--- config.mk ---
export PLATFORM = sky130hd
export DESIGN_NAME = coalescing_card_queue
export DESIGN_NICKNAME = d
export VERILOG_FILES = /design/src/rtl/core/ccq_pkg.sv /design/src/rtl/core/ccq_queue.sv /design/src/rtl/core/coalescing_card_queue.sv
export SDC_FILE = /design/constraint.sdc
export NUM_CORES = 1
export LEC_CHECK = 0
export BUFFER_PORTS_ARGS = -buffer_cell sky130_fd_sc_hd__buf_4
export CORE_MARGIN = 3
export CORE_UTILIZATION = 60
export CTS_CLUSTER_SIZE = 12
export DETAILED_ROUTE_END_ITERATION = 12
export GPL_ROUTABILITY_DRIVEN = 0
export HOLD_SLACK_MARGIN = 0.15
export PLACE_DENSITY = 0.8
export REMOVE_ABC_BUFFERS = 1
export SLEW_MARGIN = 40
export SYNTH_ARGS = -nofsm -noshare
export SYNTH_HDL_FRONTEND = slang
export SYNTH_HIERARCHICAL = 1
export SYNTH_SLANG_ARGS = --single-unit
--- constraint.sdc ---
create_clock -name clock -period 6.9 [get_ports clock]
set_input_delay 0 -clock clock [delete_from_list [all_inputs] [get_ports clock]]
set_output_delay 0 -clock clock [all_outputs]
set_load 0.01 [all_outputs]
--- src/rtl/core/ccq_pkg.sv ---
`timescale 1ns / 1ps

package ccq_pkg;

   // Queue geometry and card field widths
   localparam int QUEUE_DEPTH  = 4;
   localparam int TYPE_BITS    = 4;
   localparam int PAYLOAD_BITS = 32;
   localparam int COUNT_BITS   = $clog2(QUEUE_DEPTH + 1);

   typedef logic [TYPE_BITS-1:0]    card_kind_type;
   typedef logic [PAYLOAD_BITS-1:0] card_data_type;
   typedef logic [COUNT_BITS-1:0]   count_type;

   // Request codes
   typedef enum logic [1:0] {
      OP_PUSH   = 2'd0,
      OP_START  = 2'd1,
      OP_FINISH = 2'd2,
      OP_CLEAR  = 2'd3
   } op_type;

   // One request word
   typedef struct packed {
      op_type        req_type;
      card_kind_type in_type;
      card_data_type in_payload;
   } req_word_type;

   // One result word
   typedef struct packed {
      logic          started;
      card_kind_type card_type;
      card_data_type card_payload;
      logic          merged;
      logic          dropped;
      count_type     queue_depth;
      logic          running;
      card_kind_type head_type;
      card_data_type head_payload;
   } rsp_word_type;

endpackage

--- src/rtl/core/ccq_queue.sv ---
`timescale 1ns / 1ps

module ccq_queue (
   input  logic                 clock,
   input  logic                 reset,
   input  logic                 step_valid,
   input  ccq_pkg::req_word_type step_word,
   input  ccq_pkg::card_kind_type urgent_type,
   output ccq_pkg::rsp_word_type  step_result
);
   import ccq_pkg::*;

   card_kind_type slot_type_ff    [QUEUE_DEPTH];
   card_data_type slot_payload_ff [QUEUE_DEPTH];
   card_kind_type slot_type_in    [QUEUE_DEPTH];
   card_data_type slot_payload_in [QUEUE_DEPTH];
   count_type     count_ff, count_in;
   logic          busy_ff, busy_in;

   // after optional drop of the oldest card
   card_kind_type base_type    [QUEUE_DEPTH];
   card_data_type base_payload [QUEUE_DEPTH];
   logic [QUEUE_DEPTH-1:0] hit;
   logic          found, full, grant;
   count_type     count_drop;

   // parallel type compare against the waiting cards
   always_comb begin
      for (int i = 0; i < QUEUE_DEPTH; i++) begin
         hit[i] = (count_type'(i) < count_ff) && (slot_type_ff[i] == step_word.in_type);
      end
   end

   assign found      = |hit;
   assign full       = (count_ff == count_type'(QUEUE_DEPTH));
   assign grant      = !busy_ff && (count_ff != '0);
   assign count_drop = full ? count_ff - count_type'(1) : count_ff;

   // slots after dropping the head of a full queue
   always_comb begin
      for (int i = 0; i < QUEUE_DEPTH; i++) begin
         if (full && i < QUEUE_DEPTH - 1) begin
            base_type[i]    = slot_type_ff[i+1];
            base_payload[i] = slot_payload_ff[i+1];
         end else begin
            base_type[i]    = slot_type_ff[i];
            base_payload[i] = slot_payload_ff[i];
         end
      end
   end

   // next state of the store
   always_comb begin
      for (int i = 0; i < QUEUE_DEPTH; i++) begin
         slot_type_in[i]    = slot_type_ff[i];
         slot_payload_in[i] = slot_payload_ff[i];
      end
      count_in = count_ff;
      busy_in  = busy_ff;
      unique case (step_word.req_type)
         OP_PUSH: begin
            if (found) begin
               // types are unique in the queue, so at most one hit
               for (int i = 0; i < QUEUE_DEPTH; i++) begin
                  if (hit[i]) begin
                     slot_payload_in[i] = step_word.in_payload;
                  end
               end
            end else begin
               for (int i = 0; i < QUEUE_DEPTH; i++) begin
                  if (step_word.in_type == urgent_type) begin
                     if (i == 0) begin
                        slot_type_in[i]    = step_word.in_type;
                        slot_payload_in[i] = step_word.in_payload;
                     end else begin
                        slot_type_in[i]    = base_type[i-1];
                        slot_payload_in[i] = base_payload[i-1];
                     end
                  end else if (count_type'(i) == count_drop) begin
                     slot_type_in[i]    = step_word.in_type;
                     slot_payload_in[i] = step_word.in_payload;
                  end else begin
                     slot_type_in[i]    = base_type[i];
                     slot_payload_in[i] = base_payload[i];
                  end
               end
               count_in = count_drop + count_type'(1);
            end
         end
         OP_START: begin
            if (grant) begin
               for (int i = 0; i < QUEUE_DEPTH - 1; i++) begin
                  slot_type_in[i]    = slot_type_ff[i+1];
                  slot_payload_in[i] = slot_payload_ff[i+1];
               end
               count_in = count_ff - count_type'(1);
               busy_in  = 1'b1;
            end
         end
         OP_FINISH: begin
            busy_in = 1'b0;
         end
         OP_CLEAR: begin
            count_in = '0;
            busy_in  = 1'b0;
         end
         default: begin
            busy_in = busy_ff;
         end
      endcase
   end

   // result word for this step
   always_comb begin
      step_result              = '0;
      step_result.started      = (step_word.req_type == OP_START) && grant;
      step_result.merged       = (step_word.req_type == OP_PUSH) && found;
      step_result.dropped      = (step_word.req_type == OP_PUSH) && !found && full;
      step_result.queue_depth  = count_in;
      step_result.running      = busy_in;
      if (step_result.started) begin
         step_result.card_type    = slot_type_ff[0];
         step_result.card_payload = slot_payload_ff[0];
      end
      if (count_in != '0) begin
         step_result.head_type    = slot_type_in[0];
         step_result.head_payload = slot_payload_in[0];
      end
   end

   // control state
   always_ff @(posedge clock) begin
      if (reset) begin
         count_ff <= '0;
         busy_ff  <= 1'b0;
      end else if (step_valid) begin
         count_ff <= count_in;
         busy_ff  <= busy_in;
      end
   end

   // card slots, no reset
   always_ff @(posedge clock) begin
      if (step_valid) begin
         for (int i = 0; i < QUEUE_DEPTH; i++) begin
            slot_type_ff[i]    <= slot_type_in[i];
            slot_payload_ff[i] <= slot_payload_in[i];
         end
      end
   end

endmodule

--- src/rtl/core/coalescing_card_queue.sv ---
`timescale 1ns / 1ps

// Channel   Ports                          Direction  Handshake
// request   start, busy, req_data          in         start & !busy
// result    rsp_strobe, rsp_data           out        strobe, one cycle
// config    csr_we, csr_data               in         csr_we
//
// A word is taken into the input register, processed in the following cycle
// and its result is registered and appears on rsp_data in the cycle after
// that; one word per cycle sustained, set by the single register stage
// around the queue store. busy stays low. Synchronous reset empties the
// queue, clears the running flag and sets urgent_type to zero. The receiver
// cannot stall, so nothing holds the pipeline.

module coalescing_card_queue (
   input  logic                  clock,
   input  logic                  reset,
   input  logic                  start,
   output logic                  busy,
   input  ccq_pkg::req_word_type req_data,
   output logic                  rsp_strobe,
   output ccq_pkg::rsp_word_type rsp_data,
   input  logic                  csr_we,
   input  ccq_pkg::card_kind_type csr_data
);
   import ccq_pkg::*;

   req_word_type  req_ff;
   logic          req_valid_ff;
   card_kind_type urgent_ff;
   rsp_word_type  step_result;
   rsp_word_type  rsp_ff;
   logic          rsp_strobe_ff;

   assign busy = 1'b0;

   // input register
   always_ff @(posedge clock) begin
      if (reset) begin
         req_valid_ff <= 1'b0;
      end else begin
         req_valid_ff <= start;
      end
   end

   always_ff @(posedge clock) begin
      if (start) begin
         req_ff <= req_data;
      end
   end

   // urgent type register
   always_ff @(posedge clock) begin
      if (reset) begin
         urgent_ff <= '0;
      end else if (csr_we) begin
         urgent_ff <= csr_data;
      end
   end

   ccq_queue u_queue (
      .clock       (clock),
      .reset       (reset),
      .step_valid  (req_valid_ff),
      .step_word   (req_ff),
      .urgent_type (urgent_ff),
      .step_result (step_result)
   );

   // result register
   always_ff @(posedge clock) begin
      if (reset) begin
         rsp_strobe_ff <= 1'b0;
      end else begin
         rsp_strobe_ff <= req_valid_ff;
      end
   end

   always_ff @(posedge clock) begin
      if (req_valid_ff) begin
         rsp_ff <= step_result;
      end
   end

   assign rsp_strobe = rsp_strobe_ff;
   assign rsp_data   = rsp_ff;

endmodule
After elaboration in Yosys (flattened, before gate mapping) --
Memories as Yosys holds them, arrays and structs flattened. Cells that the tools add are included.
Storage, ports and cells: register bits 127, bits in latches 0, memory bits (writable) 144, ROM bits 0, input port bits 46, output and inout port bits 81, word-level logic and storage cells 96, memories 2
Memory list:
- u_queue.slot_payload_ff | words 4, width 32, read ports 4, clocked after memory_dff 0, write ports 4, line ccq_queue.sv:14 | card_data_type slot_payload_ff [QUEUE_DEPTH];
- u_queue.slot_type_ff | words 4, width 4, read ports 4, clocked after memory_dff 0, write ports 4, line ccq_queue.sv:13 | card_kind_type slot_type_ff [QUEUE_DEPTH];
Cells by class: add/subtract/negate cells 2, $mul 0, div/mod/pow operators 0, order comparisons 4, eq/ne operators 12, shift operators 0, mux-type cells 42, bitwise gates (word level) 0, reductions and logical operators 17
Operators with widths (count):
- $mux W32 | 16
- $pmux W96 S2 | 1
- $mux W128 | 1
- $mux W96 | 1
- $mux W4 | 12
- $pmux W12 S2 | 1
- $eq A4 B4 Y1 | 5
- $mux W16 | 1
- $mux W12 | 1
- $logic_and A1 B1 Y1 | 9
- $mux W3 | 3
- $pmux W3 S3 | 1
- $eq A2 B3 Y1 const A | 2
- $lt A1 B3 Y1 const A | 2
- $lt A2 B3 Y1 const A | 2
- $reduce_bool A3 Y1 | 2
- $eq A2 B2 Y1 const B | 2
- $reduce_or A4 Y1 | 1
- $add A3 B1 Y3 const B | 1
- $eq A1 B3 Y1 const A | 1
- $eq A3 B3 Y1 const B | 1
- $logic_not A3 Y1 | 1
- $mux W1 | 3
- $sub A3 B1 Y3 const B | 1
- other kinds (5) | 6

Logic depth before layout (Yosys ltp) --
Gate-level depths: netlist of the first run.
depth after elaboration 7, mapped depth 16, gate-level depth less buffers 9

Cells and area by module --
The synthesis of the first run kept the hierarchy.
Modules (own cells, without submodules):
- ccq_queue | times used 1, cells each 1188, area each 10236.1 um^2, sequential area each 4404.2 um^2
- coalescing_card_queue | times used 1, cells each 136, area each 3717.3 um^2, sequential area each 3633.5 um^2

Worst setup path before layout of the first run --
No wires, ideal clock.
kind register to register, start point register req_valid_ff, end point memory u_queue/slot_payload_ff[3][0] in the netlist's numbering (enable), library setup time 472 ps, data arrival time 5841 ps, data required time 6428 ps, setup slack 587 ps, cell stages (with the launch flop) 4, buffers on the path 1, period minus slack after synthesis 6313 ps, cells stage by stage dfxtp_1 > clkbuf_1 > inv_1 > o32ai_1
RTL lines:
- start: declaration | line coalescing_card_queue.sv:29 | logic req_valid_ff;
- start signal: assignment | line coalescing_card_queue.sv:42 | req_valid_ff <= start;
- end: declaration | line ccq_queue.sv:14

Worst setup path after layout of the first run --
start point register req_ff[37] in the netlist's numbering, end point register rsp_ff (netlist bit rsp_data[29]), data pin
Between the ends: cells in the longest elaborated chain, start to end 3, elaborated cells on any way between the ends 6, classes of those cells eq/ne: 2; mux: 2; reduce/logical: 2
RTL lines:
- start: declaration | line coalescing_card_queue.sv:28 | req_word_type req_ff;
- start signal: assignment | line coalescing_card_queue.sv:48 | req_ff <= req_data;
- $eq A2 B2 Y1, or another cell as far along | line ccq_queue.sv:60 | unique case (step_word.req_type)
- $pmux W3 S3 | line ccq_queue.sv:60
- $reduce_bool A3 Y1 | line ccq_queue.sv:125 | if (count_in != '0) begin
- end signal: assignment | line coalescing_card_queue.sv:81 | rsp_ff <= step_result;
- end: declaration | line coalescing_card_queue.sv:32 | rsp_word_type rsp_ff;
Several ways; a longest one is shown, not always the timed one. A chain may end at the register's enable or synchronous reset.

==> impl_metrics.csv, run 1 <==
group,metric,value,unit
outcome,status,"finished clean",
sta,grt_setup_unrepaired,"no",
synthesis,synth_flop_cell,"edfxtp_1",
power,leakage,6.361,nW
sta,fin_skew,0.01079,ns
synthesis,async_flop_share,0,%
placement,dp.cells,1675,
layout,syn2layout_area_growth,19.60,%
layout,design_area,0.01669,mm²
worst_setup_path,slowest_delay,0.82,ns
layout,final_common_cell,"edfxtp_1",
floorplan,rows,55,
cts,cts_resized,0,
global_route,track_usage,32.02,%
min_path,min-delay-start,"req_data[16]",
drt,routed-via-count,12150,
placement,pre_cts_slack,2.728,ns
layout,fill_cells,1492,
layout,mostFrequentLayoutCells,"261 x edfxtp_1, 163 x nand2_1, 152 x buf_4, 126 x nor2_1, 86 x o21ai_0",
layout,drive_above_1_share,15.53,%
floorplan,die_h,158.5,µm
drt,wl_per_cell,23.19,µm
placement,hpwl,23.65,mm
drt,drt-pass1-iter-count,7,
global_route,grt_pass1_vias,11480,
drt,drt_iter0_markers,1867,
sta,worst_slew_pin_slew,0.9269,ns
drt,via_per_inst,6.821,
min_path,hold_class,"input port to register",
worst_setup_path,crit_family,"buffers and inverters",
cts,cts-buffers-inserted,30,
cts,worst_skew_pair.late_latency,0.55,ns
sta,max_freq,237.2,MHz
drt,finalWirelength,41.30,mm
sta,hold_viol,0,
worst_setup_path,worstSetupEndpointType,"register",
min_path,hold_depth,2,
power,peakVddDrop,0.2421,mV
placement,numPortBuffers,125,
worst_setup_path,cp.arrival,4.59,ns
global_route,grt_first_pass_wirelength,63.43,mm
run,cap_viol_max_count,0,
cts,cts-root-buf,"clkbuf_16",
cts,cts_tree,"yes",
synthesis,synth_top_cell_by_area,"edfxtp_1",
placement,dpl-instance-area,0.01524,mm²
synthesis,synthDistinctLibCells,57,
sta,fin_ws,2.684,ns
synthesis,syn_area_per_cell,10.54,µm²
sta,fin_crit,4.216,ns
power,cellPowerDensity,261.7,mW/mm²
layout,fin_util,73.27,%
synthesis,synthTopCellsByArea,"edfxtp_1 56%, nand2_1 4.4%, a31oi_1 3.6%",
layout,nNetsFinal,1496,
synthesis,yosysWarnings,6,
worst_setup_path,ff2ff_setup_slack,2.68,ns
power,finalPower,4.367,mW
synthesis,synthCells,1324,
worst_setup_path,cp.required,7.28,ns
synthesis,synth_top_area_share,56.17,%
synthesis,synth_area,0.01395,mm²
worst_setup_path,rr_worst_depth,10,
worst_setup_path,cpMostUsedCell,"buf_4",
worst_setup_path,timing.critical_path.cells,"inv_1 -> nand2_1 -> buf_4 -> a21oi_2 -> nand4_1 -> buf_4 -> o31ai_4 -> buf_4 -> a222oi_1 -> a31oi_1",
drt,drtAntennaViolNets,0,
synthesis,synth.ff_latch_count,271,
floorplan,ios,127,
floorplan,initial_core_util,61.26,%
floorplan,core,0.02278,mm²
synthesis,synth_edf_count,261,
cts,cts_buffer_depth,3,
sta,maxSlewHeadroom,38.20,%
worst_setup_path,crit_type,"register to register",
layout,stdcell_count,1781,
worst_setup_path,worstPathMaxFanout,36,
worst_setup_path,start_kind,"register",
global_route,grt_overflow,0,
sta,tns,0,ns
cts,clock-sinks,271,
sta,worst_hold_slack,0.1650,ns
min_path,whs_endpoint,"req_ff[16]",
worst_setup_path,cpMaxStageDelayCell,"o31ai_4",
floorplan,fp.dieArea,0.02512,mm²
cts,path_clk_slew,0.06,ns
floorplan,chipWidth,158.5,µm
sta,post-route-period-util,61.10,%
cts,h-tree-depth,1,
global_route,antenna_found_initial,0,
worst_setup_path,worstReg2RegStart,"req_ff[37]",
sta,finalSetupViolCount,0,
sta,final_max_slew_viol_count,0,
global_route,grt_max_degree,74,
synthesis,ys_seq_area_share,57.60,%
worst_setup_path,r2r_end,"rsp_data[29]",
drt,drc,0,
layout,n_antenna_cell,0,
worst_setup_path,critical_path_buf_inv_count,4,
==> cell families after synthesis <==
logic type / Yosys count / synth area share [%]
buffers and inverters: 175 / 5.174
AO/OA/AOI/OAI: 413 / 20.10
AND/OR/NAND/NOR: 400 / 12.59
multiplexers: 39 / 2.798
XOR/XNOR: 20 / 1.255
flip-flops: 271 / 57.60
other: 1 / 0.02688
adder cells (fa/ha/maj): 5 / 0.4484
==> layer usage <==
layer	wire length [µm]	global-route usage [%]	vias up
met5	0	0	-
met2	19210	51.20	968
li1	-	-	5276
met4	1886	13.48	0
met3	4721	5.001	162
met1	15480	44.06	5743
==> registers in the layout (all words and copies together), names as in the netlist <==
name / count
req_valid_ff: 1
req_ff: 38
u_queue/slot_type_ff: 16
urgent_ff: 4
u_queue/busy_ff: 1
u_queue/count_ff: 3
u_queue/slot_payload_ff: 128
rsp_data: 79
rsp_strobe: 1
==> timing repair <==
action | 4_1_cts | 5_1_grt
hold endpoints to repair | 86 | 0
hold buffers | 49 | 0
setup buffers | 0 | 0
==> cell type report <==
class	count	area (µm²)	area share (%)
Sequential cell	271	8041	48.19
Multi-Input combinational cell	878	5369	32.17
Timing Repair Buffer	206	1724	10.33
Clock buffer	41	823.3	4.933
Tap cell	313	391.6	2.347
Inverter	58	219.0	1.312
Clock inverter	14	120.1	0.7197
==> power breakdown <==
part	switching, mW	total, mW	internal [mW]
sequential	0.0866	2.02	1.94
combinational	0.504	0.805	0.301
clock	0.636	1.54	0.904
total	1.23	4.37	3.14
==> worst max path at each step <==
stage | startpoint | slack [ns] | endpoint | cells past startpoint
floorplan | req_valid_ff | 0.59 | u_queue/slot_payload_ff[3][0] | 2
global placement | req_ff[36] | 2.69 | rsp_data[12] | 9
detailed placement | u_queue/count_ff[1] | 2.73 | rsp_data[23] | 10
CTS | u_queue/count_ff[1] | 2.72 | rsp_data[23] | 10
global route | u_queue/count_ff[1] | 2.56 | rsp_data[11] | 11
finish | req_ff[37] | 2.68 | rsp_data[29] | 10
==> cell usage after synthesis, drive strengths merged (5+ instances only) <==
library cell,count
a32o,16
nor2,129
clkbuf,79
nor3,14
o22ai,34
and3,40
nand2,165
edfxtp,261
a21oi,54
a222oi,25
a22o,19
xor2,15
nand4,8
o21ai,97
o211ai,5
a31oi,81
mux2i,39
buf,38
xnor2,5
ha,5
o31ai,8
a211oi,9
a41o,5
or3,14
dfxtp,10
a221oi,23
nand3,11
and2,6
o21a,17
inv,58
(Power assumes the default switching activity.)
==> inputs of run 2 (changes only) <==
--- a/config.mk
+++ b/config.mk
@@ -7,12 +7,12 @@
 export LEC_CHECK = 0
 export BUFFER_PORTS_ARGS = -buffer_cell sky130_fd_sc_hd__buf_4
 export CORE_MARGIN = 3
-export CORE_UTILIZATION = 60
+export CORE_UTILIZATION = 54
 export CTS_CLUSTER_SIZE = 12
 export DETAILED_ROUTE_END_ITERATION = 12
 export GPL_ROUTABILITY_DRIVEN = 0
 export HOLD_SLACK_MARGIN = 0.15
-export PLACE_DENSITY = 0.8
+export PLACE_DENSITY = 0.76
 export REMOVE_ABC_BUFFERS = 1
 export SLEW_MARGIN = 40
 export SYNTH_ARGS = -nofsm -noshare
==> constraint.sdc (replaced) <==
create_clock -name clock -period 3.5 [get_ports clock]
set_input_delay 0 -clock clock [delete_from_list [all_inputs] [get_ports clock]]
set_output_delay 0 -clock clock [all_outputs]
set_load 0.01 [all_outputs]
==> run 2 against run 1 <==
Setup slack lost 2.5 ns. First-iteration DRC count shrank 8.5%. Largest power group unchanged. Critical endpoint is now rsp_data[8]. Fmax grew 27%. Clock skew grew 0.012 ns. Largest cell class unchanged.
==> impl_metrics.csv, run 2 (same netlist as run 1, synthesis figures left out) <==
group,metric,value,unit
outcome,status,"finished clean",
global_route,antenna_found_initial,0,
cts,cts-root-buf,"clkbuf_16",
drt,drt_iter0_markers,1708,
floorplan,core,0.02525,mm²
worst_setup_path,cp.arrival,3.70,ns
worst_setup_path,crit_type,"register to register",
worst_setup_path,timing.critical_path.cells,"inv_1 -> ha_1 -> and2_2 -> nand4_1 -> nand3_4 -> a41oi_1 -> nor2_2 -> buf_4 -> a221oi_1 -> a31oi_1",
sta,worst_slew_pin_slew,0.7441,ns
floorplan,die_h,166.7,µm
global_route,grt_pass1_vias,11700,
worst_setup_path,critical_path_buf_inv_count,2,
floorplan,rows,58,
layout,nNetsFinal,1517,
run,cap_viol_max_count,0,
sta,finalSetupViolCount,0,
cts,cts-buffers-inserted,29,
cts,h-tree-depth,1,
global_route,grt_max_degree,73,
global_route,grt_first_pass_wirelength,64.23,mm
cts,cts_buffer_depth,3,
worst_setup_path,cp.required,3.87,ns
floorplan,chipWidth,166.7,µm
power,finalPower,8.507,mW
global_route,track_usage,28.52,%
worst_setup_path,worstPathMaxFanout,19,
layout,final_common_cell,"edfxtp_1",
sta,fin_ws,0.1712,ns
worst_setup_path,cpMaxStageDelayCell,"nor2_2",
sta,maxSlewHeadroom,50.40,%
sta,final_max_slew_viol_count,0,
layout,largest_reg_flops,128,
layout,fill_cells,1897,
drt,met1Wirelength,15.71,mm
floorplan,ios,127,
floorplan,fp.dieArea,0.02780,mm²
sta,post-route-period-util,95.11,%
drt,wl_per_cell,22.57,µm
sta,fin_crit,3.329,ns
placement,hpwl,24.44,mm
layout,regMostFlops,"u_queue/slot_payload_ff",
drt,highest_layer,"met4",
worst_setup_path,worstSetupEndpointType,"register",
power,cellPowerDensity,506.9,mW/mm²
worst_setup_path,start_kind,"register",
layout,n_antenna_cell,0,
drt,drtAntennaViolNets,0,
drt,finalWirelength,40.96,mm
worst_setup_path,slowest_delay,0.53,ns
cts,clock-sinks,271,
sta,grt_setup_unrepaired,"no",
power,peakVddDrop,0.3792,mV
power,switching_share,27.99,%
power,p_clk_share,34.4,%
layout,drive_above_1_share,16.43,%
global_route,grt_overflow,0,
cts,cts_setup_buffers,0,
cts,cts_resized,0,
placement,numPortBuffers,125,
drt,via_per_inst,6.619,
cts,path_clk_slew,0.06,ns
drt,route.met3.wl,4.595,mm
power,power.switching,2.381,mW
worst_setup_path,crit_family,"simple AND/OR/NAND/NOR gates",
cts,worst_skew_pair.late_latency,0.56,ns
drt,drt-pass1-iter-count,9,
drt,drc,0,
drt,routed-via-count,12010,
min_path,hold_class,"input port to register",
drt,wl_met2,19.08,mm
cts,cts_tree,"yes",
placement,pre_cts_slack,0.2022,ns
sta,fin_skew,0.02250,ns
floorplan,initial_core_util,55.25,%
power,p_comb_share,18.9,%
layout,mostFrequentLayoutCells,"261 x edfxtp_1, 172 x buf_4, 164 x nand2_1, 126 x nor2_1, 86 x o21ai_0",
sta,hold_viol,0,
power,p_int,6.126,mW
power,p_seq_share,46.6,%
sta,max_freq,300.4,MHz
power,leakage,6.434,nW
layout,syn2layout_area_growth,20.27,%
## run 2: final cells by class
| class | instances | area (µm²) | area share, % |
|---|---|---|---|
| repair buffers | 228 | 1913 | 11.40 |
| flip-flops and latches | 271 | 8041 | 47.92 |
| clock inverters | 13 | 113.9 | 0.6784 |
| inverters | 58 | 217.7 | 1.297 |
| well taps | 330 | 412.9 | 2.460 |
| multi-input cells | 878 | 5308 | 31.63 |
| clock buffers | 37 | 775.7 | 4.622 |
## run 2: path summary, 6_finish.rpt
path                            cells after the start                     startpoint  slack [ns]                            end
worst min register to register                      1  u_queue/slot_payload_ff[3][1]        0.56  u_queue/slot_payload_ff[2][1]
worst max register to register                     10            u_queue/count_ff[0]        0.17                    rsp_data[8]
worst min-delay path                                2                    req_data[4]        0.16                      req_ff[4]
worst max-delay path                               10            u_queue/count_ff[0]        0.17                    rsp_data[8]
## run 2: power by group through the flow
stage	sequential, mW	clock, mW	combinational [mW]
after floorplan	4.03	0	0.867
after global placement	4.03	0	1.47
after detailed placement	4.03	0	1.52
after CTS	3.96	2.96	1.57
after global routing	3.98	3.11	1.73
final	3.97	2.93	1.61
## run 2: through the flow
stage	cell area, µm²	hold WS, ns	util, %	cells	setup TNS, ns
floorplan	13450	0.07161	-	1207	-431.93
global placement	15400	0.1782	60.97	1716	0
detailed placement	15400	0.1793	60.99	1716	0
CTS	16780	0.1508	66.45	1815	0
global route	16780	0.1578	66.45	1815	0
finish	16780	0.1601	66.45	1815	0
## run 2: repair_timing
action,CTS,global route
endpoints found under the setup margin,0,0
hold buffers,49,0
hold endpoints to repair,86,0
## run 2: per-layer routing
| layer | up-vias | global-route usage (%) |
|---|---|---|
| met5 | - | 0 |
| met4 | 0 | 11.19 |
| met3 | 129 | 5.127 |
| met2 | 883 | 46.18 |
| met1 | 5698 | 38.63 |
| li1 | 5303 | - |
